===== config.mk =====
export PLATFORM = sky130hd
export DESIGN_NAME = chbs_fifo
export DESIGN_NICKNAME = d
export VERILOG_FILES = /design/src/chbs_pkg.sv /design/src/chbs_fifo.sv
export SDC_FILE = /design/constraint.sdc
export NUM_CORES = 1
export LEC_CHECK = 0
export ABC_AREA = 1
export CORE_MARGIN = 3
export CORE_UTILIZATION = 30
export CTS_CLUSTER_SIZE = 14
export DETAILED_ROUTE_END_ITERATION = 8
export DONT_BUFFER_PORTS = 1
export GPL_ROUTABILITY_DRIVEN = 0
export SYNTH_ARGS = -nofsm -noshare
export SYNTH_HDL_FRONTEND = slang
export SYNTH_SLANG_ARGS = --single-unit

===== constraint.sdc =====
create_clock -name clk -period 1.7 [get_ports clk]
set_input_delay 0.34 -clock clk [delete_from_list [all_inputs] [get_ports clk]]
set_output_delay 0.34 -clock clk [all_outputs]
set_load 0.05 [all_outputs]

===== src/chbs_pkg.sv =====
// package for the clipped histogram brightness score unit
// shared constants and types, no dependencies
package chbs_pkg;
  localparam int MaxPixelsLog2 = 22;
  localparam int Bins = 256;
  typedef enum logic [3:0] {
    ST_IDLE, ST_DROP, ST_CLIP_LO, ST_CLIP_HI, ST_SUM, ST_DIV, ST_SCORE, ST_OUT, ST_CLEAR
  } state_t;
  typedef struct packed {
    logic [7:0] pixel;
    logic       last_pixel;
  } item_t;
endpackage


===== src/chbs_fifo.sv =====
// short item queue that forms the front and feeds the back
// depends on chbs_pkg
module chbs_fifo (
  input  logic           clk,
  input  logic           rst,
  input  logic           in_valid,
  output logic           in_ready,
  input  chbs_pkg::item_t in_item,
  output logic           out_valid,
  input  logic           out_ready,
  output chbs_pkg::item_t out_item
);
  chbs_pkg::item_t q [4];
  logic [1:0] wp, rp;
  logic [2:0] cnt;
  logic push, pop;
  assign in_ready = (cnt != 3'd4);
  assign out_valid = (cnt != 3'd0);
  assign out_item = q[rp];
  assign push = in_valid && in_ready;
  assign pop = out_valid && out_ready;
  always_ff @(posedge clk) begin
    if (push) q[wp] <= in_item;
    if (rst) begin
      wp <= '0;
      rp <= '0;
      cnt <= '0;
    end else begin
      if (push) wp <= wp + 2'd1;
      if (pop) rp <= rp + 2'd1;
      cnt <= cnt + {2'd0, push} - {2'd0, pop};
    end
  end
endmodule


==> results of run 1 <==
[final timing paths]
path | start | end | slack, ps | depth (start not counted)
hold / removal | rst | cnt[1]$_SDFF_PP0_ | 110 | 1
setup reg to reg | cnt[0]$_SDFF_PP0_ | cnt[1]$_SDFF_PP0_ | -3 | 9
setup / recovery | cnt[0]$_SDFF_PP0_ | cnt[1]$_SDFF_PP0_ | -3 | 9
hold reg to reg | rp[0]$_SDFFE_PP0P_ | flip-flop | 490 | 2
[Yosys cell counts (all sizes together)]
cell type / n / share of area
nor2: 31 / 0.067
inv: 16 / 0.037
edfxtp: 36 / 0.59
o22ai: 9 / 0.031
buf: 3 / 0.018
nand2: 12 / 0.027
a21boi: 2 / 0.0082
a21oi: 4 / 0.011
dfxtp: 9 / 0.098
nand3: 3 / 0.0082
o21ai: 19 / 0.054
ha: 6 / 0.041
fa: 1 / 0.011
[registers in the layout, summed over array words and instances, names as in the netlist, named ones only]
register  count
q            36
cnt           3
rp            2
wp            2
[power breakdown]
group	total, mW	internal (mW)	switching [mW]
Combinational	2.10	0.926	1.18
Sequential	1.47	1.37	0.0942
Clock	0.619	0.291	0.328
Total	4.19	2.59	1.60
[cell families (layout without fill, tap and decap cells)]
family,Yosys count,count (layout),synth area share
adder cells (fa/ha/maj),7,7,0.05177
flip-flops,45,45,0.6866
AND/OR/NAND/NOR,46,46,0.1029
AO/OA/AOI/OAI,34,34,0.1035
buffers and inverters,19,51,0.05517
[layer usage]
metal / share of wire / wire, microns
met5: 0 / 0
met4: 0.019 / 66
met3: 0.056 / 193
met2: 0.50 / 1741
met1: 0.42 / 1468
[cell type report]
cell class / count / area [sq um] / share of cell area
Clock buffer: 7 / 76.32 / 0.03020
Clock inverter: 1 / 7.507 / 0.002970
Inverter: 16 / 76.32 / 0.03020
Multi-Input combinational cell: 87 / 624.3 / 0.2470
Sequential cell: 45 / 1275 / 0.5045
Tap cell: 72 / 90.09 / 0.03564
Timing Repair Buffer: 27 / 377.9 / 0.1495
[timing repair]
action,4_1_cts,5_1_grt
hold buffers,0,0
endpoints found under the hold margin,0,0
pin swaps,7,11
cloned,0,2
endpoints found under the setup margin,11,11
gates resized for setup,9,29
buffers inserted,3,1
[through the flow]
stage / setup TNS, ps / cell area, sq um
4_1_cts: -26.19 / 2406
6_report: -2.585 / 2527
3_3_place_gp: -24.91 / 2287
3_5_place_dp: -85.42 / 2287
2_1_floorplan: -117.4 / 1948
5_1_grt: -489.1 / 2527
==> out/results.tsv, run 1 <==
metric	value	unit
status	complete, but fails checks	
violations	negative setup slack	
mostFrequentLayoutCell	edfxtp_1	
grt_util_met1	0.1186	
core	5709	sq um
grt_max_degree	19	
maxSlewHeadroom	0.7726	
setup_viol	1	
crit_chain	nor2_4 > nand2_8 > nand2_4 > ha_4 > inv_2 > ha_4 > inv_2 > fa_2 > nor2_1	
grt_use_met3	0.03337	
syn-instance-count	151	
layout.cells.non_filler	255	
cts_buffers	5	
area_growth	37.60	%
place_inst	241	
wl_per_cell	13.61	microns
cp_slowest_cell	fa_2	
final_cell_mix	36 x edfxtp_1, 28 x nor2_1, 12 x inv_1, 11 x buf_4, 10 x buf_12	
end_kind	flip-flop	
grt-busiest-layer	met2	
finalHoldViolations	0	
drt-vias-per-instance	4.580	
clockBufferDepth	2	
synth_nets	171	
clk_pin_slew	80	ps
h-tree-depth	2	
die-area	7097	sq um
root_buffer	clkbuf_8	
cp_data_required_time	1890	ps
die_h	84.25	microns
grt_pass1_wl	5416	microns
slowest_delay	500	ps
core.rowCount	27	
hpwl	2199	microns
drt_pre_antenna_iters	4	
place_ws	-55.84	ps
min_period_over_period	1.002	
synth_seq_cells	45	
crit_fanout	3	
maxSlewViolCount	0	
use_met2	0.1614	
fin_util	0.4427	
yosys_warnings	0	
ys_seq_area_frac	0.6866	
tightest_slew	339.8	ps
power_density	1657	nW/um^2
p_total	4.187	mW
max_freq	0.5873	GHz
crit_type	flip-flop to flip-flop	
port_buffers	0	
drt_wl_total	3470	microns
fin_ws	-2.585	ps
fin_skew	7.088	ps
grt_antenna_before_repair	0	
vdd_drop_max	0.9543	mV
crit_path_start_kind	flip-flop	
leakagePower	0.9330	nW
syn_area	1837	sq um
insertedDiodeCount	0	
overflow	0	
cts_tree	done	
synth_area_per_cell	12.16	sq um
rsz0062_at_grt	true	
ios	24	
grt_util_all_layers	0.09899	
die-width	84.25	microns
min_path_type	input pin to flip-flop	
cp_top_family	adder cells	
hold-worst-slack	106.8	ps
critPathBufInv	2	
first_global_vias	1071	
drc	0	
cts_num_sinks	45	
vias	1168	
period_needed	1703	ps
ant_nets	0	
clock_latency	290	ps
finalNetCount	202	
drtIter0Drc	44	
layout-drive-gt1-share	0.3770	
arrival	1890	ps
start_util	0.3217	
fillers	505	
ys_types	18	
maxCapViolCount	0	
(Power assumes the default switching activity.)
==> run 2: changes to the inputs <==
--- a/config.mk
+++ b/config.mk
@@ -13,4 +13,5 @@
 export DONT_BUFFER_PORTS = 1
 export GPL_ROUTABILITY_DRIVEN = 0
+export HOLD_SLACK_MARGIN = 0.12
 export SYNTH_ARGS = -nofsm -noshare
 export SYNTH_HDL_FRONTEND = slang
==> constraint.sdc (replaced) <==
create_clock -name clk -period 1.7 [get_ports clk]
set_input_delay 0.17 -clock clk [delete_from_list [all_inputs] [get_ports clk]]
set_output_delay 0.17 -clock clk [all_outputs]
set_load 0.05 [all_outputs]
==> run 2 against run 1 <==
The flow still finishes with violations (negative setup slack). Critical path depth stayed put. Critical endpoint unchanged. Final cell count grew 4.7%. First-iteration DRC count rose by 100%. Via count grew 1.9%. Non-clock buffer count is 12 higher. Combinational power is 22% lower. Total power shrank 11%. Critical path type unchanged. Maximum frequency fell by 0.64%. Global-route usage grew 0.59 points.
==> out/results.tsv, run 2 (synthesis results as in run 1) <==
metric	value	unit	change
placed_area	2106	sq um	-7.9%
cp_data_required_time	1900	ps	about the same
maxSlewHeadroom	0.7711		-0.001592
start_util	0.3217		unchanged
vias	1190		+1.9%
core	5709	sq um	unchanged
hpwl	2208	microns	+0.38%
fin_skew	5.090	ps	-1.997 ps
drtIter0Drc	90		+100%
vdd_drop_max	0.8232	mV	-14%
leakagePower	0.8917	nW	-4.4%
layout-drive-gt1-share	0.2615		-0.1155
cts_buffers	5		unchanged
root_buffer	clkbuf_8		
setup_viol	1		unchanged
crit_type	flip-flop to flip-flop		
die-width	84.25	microns	unchanged
rsz0062_at_grt	true		
critPathBufInv	2		unchanged
drt_wl_total	3380	microns	-2.6%
cp_top_family	adder cells		
finalNetCount	214		+5.9%
clock_latency	300	ps	about the same
largest_reg_flops	36		unchanged
largest_register	q		
finalHoldViolations	0		unchanged
grt_max_degree	20		+1
violations	negative setup slack		
clockBufferDepth	2		unchanged
grt_pass1_wl	5865	microns	+8.3%
wl_per_cell	12.66	microns	-7.0%
fin_ws	-13.64	ps	-11.05 ps
crit_path_start_kind	flip-flop		
layout.cells.non_filler	267		+4.7%
cp_slowest_cell	fa_2		
min_period_over_period	1.008		+0.006502
first_global_vias	1245		+16%
power_density	1566	nW/um^2	-5.4%
status	complete, but fails checks		
maxCapViolCount	0		unchanged
drt-vias-per-instance	4.457		-2.7%
clk_pin_slew	80	ps	about the same
crit_chain	nor2_4 > nand2_8 > nand2_4 > ha_4 > inv_2 > ha_4 > inv_2 > fa_2 > nor2_1		
tightest_slew	342.2	ps	+2.380 ps
area_growth	29.50	%	
die-area	7097	sq um	unchanged
arrival	1910	ps	+20 ps
overflow	0		unchanged
hold-worst-slack	202.9	ps	+96.10 ps
ios	24		unchanged
place_inst	241		unchanged
cts_tree	done		
h-tree-depth	2		unchanged
crit_fanout	3		unchanged
max_freq	0.5836	GHz	-0.64%
grt_util_all_layers	0.1049		+0.005870
grt_antenna_before_repair	0		unchanged
reg_top3	q: 36 flops, cnt: 3 flops		
port_buffers	0		unchanged
final_cell_mix	36 x edfxtp_1, 30 x nor2_1, 24 x buf_4, 16 x o21ai_0, 14 x dlygate4sd3_1		
drt_pre_antenna_iters	4		unchanged
min_path_type	input pin to flip-flop		
die_h	84.25	microns	unchanged
cts_num_sinks	45		unchanged
core.rowCount	27		unchanged
period_needed	1714	ps	+11.05 ps
fin_util	0.4166		-0.02608
mostFrequentLayoutCell	edfxtp_1		
end_kind	flip-flop		
ant_nets	0		unchanged
fin_area	2379	sq um	-5.9%
insertedDiodeCount	0		unchanged
drc	0		unchanged
slowest_delay	510	ps	about the same
maxSlewViolCount	0		unchanged
[run 2: path summary, 6_finish.rpt]
path,from,endpoint,slack [ps],cells past startpoint
worst max-delay path,cnt[0]$_SDFF_PP0_,cnt[1]$_SDFF_PP0_,-10,9
worst min-delay path,out_ready,rp[0]$_SDFFE_PP0P_,200,5
worst max register to register,cnt[0]$_SDFF_PP0_,cnt[1]$_SDFF_PP0_,-10,9
worst min register to register,rp[0]$_SDFFE_PP0P_,rp[0]$_SDFFE_PP0P_,500,2
[run 2: metal layers]
layer	routed length [microns]	global-route usage	vias up	share of wire
met3	230	0.03729	8	0.068
met4	68	0.04825	0	0.020
met5	0	0	-	0
met1	1446	0.1307	546	0.43
li1	-	-	612	-
met2	1635	0.1628	24	0.48
[run 2: where the power goes]
part           switching (mW)  internal, mW  leakage [nW]
logic                    1.06         0.577         0.441
clock network           0.360         0.291        0.0445
registers              0.0749          1.37         0.406
[run 2: final cells by class]
cell class / instances / area [sq um]
inverter: 16 / 67.56
tap: 72 / 90.09
clock inverter: 3 / 21.27
timing repair buffer: 39 / 331.6
multi-input combinational: 87 / 530.5
sequential: 45 / 1269
clock buffer: 5 / 68.82
fill: 544 / 3331
[run 2: what timing repair did]
item                                   4_1_cts  5_1_grt
setup buffers                                2        2
pin swaps                                    8        2
setup endpoints to repair                   11        9
endpoints found under the hold margin       44        2
gates resized for setup                      2        4
hold buffers                                13        1
[run 2: per-stage QoR]
step	setup TNS, ps	setup WS [ps]	power (mW)
2_1_floorplan	-117.4	-85.65	2.590
3_3_place_gp	-19.15	-19.15	2.986
3_5_place_dp	-84.53	-64.51	3.009
4_1_cts	-49.30	-36.03	3.727
5_1_grt	-175.4	-89.46	4.005
6_report	-13.64	-13.64	3.726
[run 2: worst min-delay path, cell delays in order]
cell and delay (ps):
nand2_1 40, inv_1 80, nand2_1 60, nand2_1 70, nor2_1 40
==> run 3: changes to the inputs <==
HOLD_SLACK_MARGIN = 0.02   (was 0.12)
RECOVER_POWER = 50   (was default)
==> run 3 against run 2 <==
The run still ends with negative setup slack left. First-iteration DRC count is the same. Final area fell by 1.9%. Register-to-register slack barely moved. Clock power grew 0.9%. Worst setup slack better by 1.6 ps. Routed wire length is 0.68% lower. Combinational power is essentially flat. Core utilization down 0.79 points. Final cell count fell by 1.5%. Largest cell class unchanged.
==> out/results.tsv, run 3 (synthesis results as in run 1) <==
metric	value	unit	change
h-tree-depth	2		unchanged
fin_area	2333	sq um	-1.9%
die-width	84.25	microns	unchanged
drc	0		unchanged
core	5709	sq um	unchanged
final.setup.tns	-12.08	ps	+1.560 ps
first_global_vias	1238		-0.56%
area_growth	27.04	%	
drt_wl_total	3357	microns	-0.68%
violations	negative setup slack		
cts_num_sinks	45		unchanged
mostFrequentLayoutCell	edfxtp_1		
finalNetCount	210		-1.9%
die_h	84.25	microns	unchanged
crit_type	flip-flop to flip-flop		
end_kind	flip-flop		
maxSlewViolCount	0		unchanged
reg_top3	q: 36 flops, cnt: 3 flops		
root_buffer	clkbuf_8		
leakagePower	0.8744	nW	-1.9%
max_freq	0.5841	GHz	about the same
grt_util_all_layers	0.1030		-0.001854
critPathBufInv	2		unchanged
final_cell_mix	36 x edfxtp_1, 30 x nor2_1, 23 x buf_4, 16 x o21ai_0, 12 x inv_1		
largest_register	q		
maxCapViolCount	0		unchanged
rsz0062_at_grt	true		
ios	24		unchanged
finalHoldViolations	0		unchanged
dr.max_layer_used	met4		
crit_fanout	3		unchanged
hpwl	2208	microns	unchanged
clockBufferDepth	2		unchanged
die-area	7097	sq um	unchanged
setup_viol	1		unchanged
tightest_slew	595.3	ps	+253.0 ps
arrival	1910	ps	about the same
cts_buffers	5		unchanged
start_util	0.3217		unchanged
power_density	1589	nW/um^2	+1.5%
core.rowCount	27		unchanged
clk_pin_slew	80	ps	about the same
min_path_type	input pin to flip-flop		
largest_reg_flops	36		unchanged
fillers	545		+0.18%
maxSlewHeadroom	0.6022		-0.1689
drtIter0Drc	90		unchanged
insertedDiodeCount	0		unchanged
layout-drive-gt1-share	0.2618		about the same
wl_per_cell	12.76	microns	+0.83%
grt_pass1_wl	5747	microns	-2.0%
place_ws	-64.51	ps	unchanged
grt_antenna_before_repair	0		unchanged
overflow	0		unchanged
drt-vias-per-instance	4.471		+0.33%
drt_pre_antenna_iters	4		unchanged
placed_area	2106	sq um	unchanged
wl_met1	1451	microns	+0.35%
vdd_drop_max	0.8756	mV	+6.4%
fin_skew	7.150	ps	+2.059 ps
ant_nets	0		unchanged
cp_data_required_time	1900	ps	about the same
met2WireLength	1649	microns	+0.86%
cts_tree	done		
port_buffers	0		unchanged
crit_chain	nor2_4 > nand2_8 > nand2_4 > ha_4 > inv_2 > ha_4 > inv_2 > fa_2 > nor2_1		
min_period_over_period	1.007		about the same
cp_top_family	adder cells		
cp_slowest_cell	fa_2		
vias	1176		-1.2%
fin_ws	-12.08	ps	+1.560 ps
crit_path_start_kind	flip-flop		
grt_max_degree	20		unchanged
clock_latency	300	ps	about the same
route.met3.wl	199	microns	-13%
slowest_delay	510	ps	about the same
period_needed	1712	ps	-1.560 ps
status	complete, but fails checks		
==> run 3: through the flow <==
| stage | std cells | util | hold slack, ps | total power [mW] |
|---|---|---|---|---|
| final | 263 | 0.4087 | 37.54 | 3.709 |
| after global routing | 263 | 0.4087 | 36.92 | 3.976 |
| after floorplan | 151 | - | 227.1 | 2.590 |
| after CTS | 260 | 0.4037 | -83.44 | 3.719 |
| after detailed placement | 241 | 0.3688 | 232.0 | 3.009 |
| after global placement | 241 | 0.3688 | 229.4 | 2.986 |
==> run 3: path summary, 6_finish.rpt <==
| path | slack, ps | depth (start not counted) | endpoint | from |
|---|---|---|---|---|
| max | -10 | 9 | cnt[1]$_SDFF_PP0_ | cnt[0]$_SDFF_PP0_ |
| min | 40 | 2 | wp[0]$_SDFFE_PP0P_ | in_valid |
| max reg2reg | -10 | 9 | cnt[1]$_SDFF_PP0_ | cnt[0]$_SDFF_PP0_ |
| min reg2reg | 500 | 2 | rp[0]$_SDFFE_PP0P_ | rp[0]$_SDFFE_PP0P_ |
==> run 3: timing repair <==
action / in CTS / in global routing
pin swaps: 8 / 2
setup endpoints to repair: 11 / 9
hold buffers: 9 / 1
buffers inserted: 2 / 2
hold endpoints to repair: 38 / 2
resized for setup: 2 / 4
==> run 3: power by group <==
| part | total, mW | internal, mW | switching, mW | leakage [nW] |
|---|---|---|---|---|
| registers | 1.44 | 1.37 | 0.0751 | 0.406 |
| clock network | 0.658 | 0.291 | 0.367 | 0.0445 |
| logic | 1.61 | 0.560 | 1.05 | 0.424 |
==> run 3: routing by layer <==
layer | track usage | vias to the layer above
li1 | - | 602
met1 | 0.1221 | 546
met2 | 0.1657 | 21
met3 | 0.03827 | 7
met4 | 0.04825 | 0
met5 | 0 | -
==> run 3: final cells by class <==
type,instances,area (sq um),share of cell area
Tap cell,72,90.09,0.03861
Timing Repair Buffer,35,289.0,0.1239
Multi-Input combinational cell,87,528.0,0.2263
Clock inverter,3,21.27,0.009115
Sequential cell,45,1269,0.5437
Clock buffer,5,68.82,0.02949
Inverter,16,67.56,0.02895
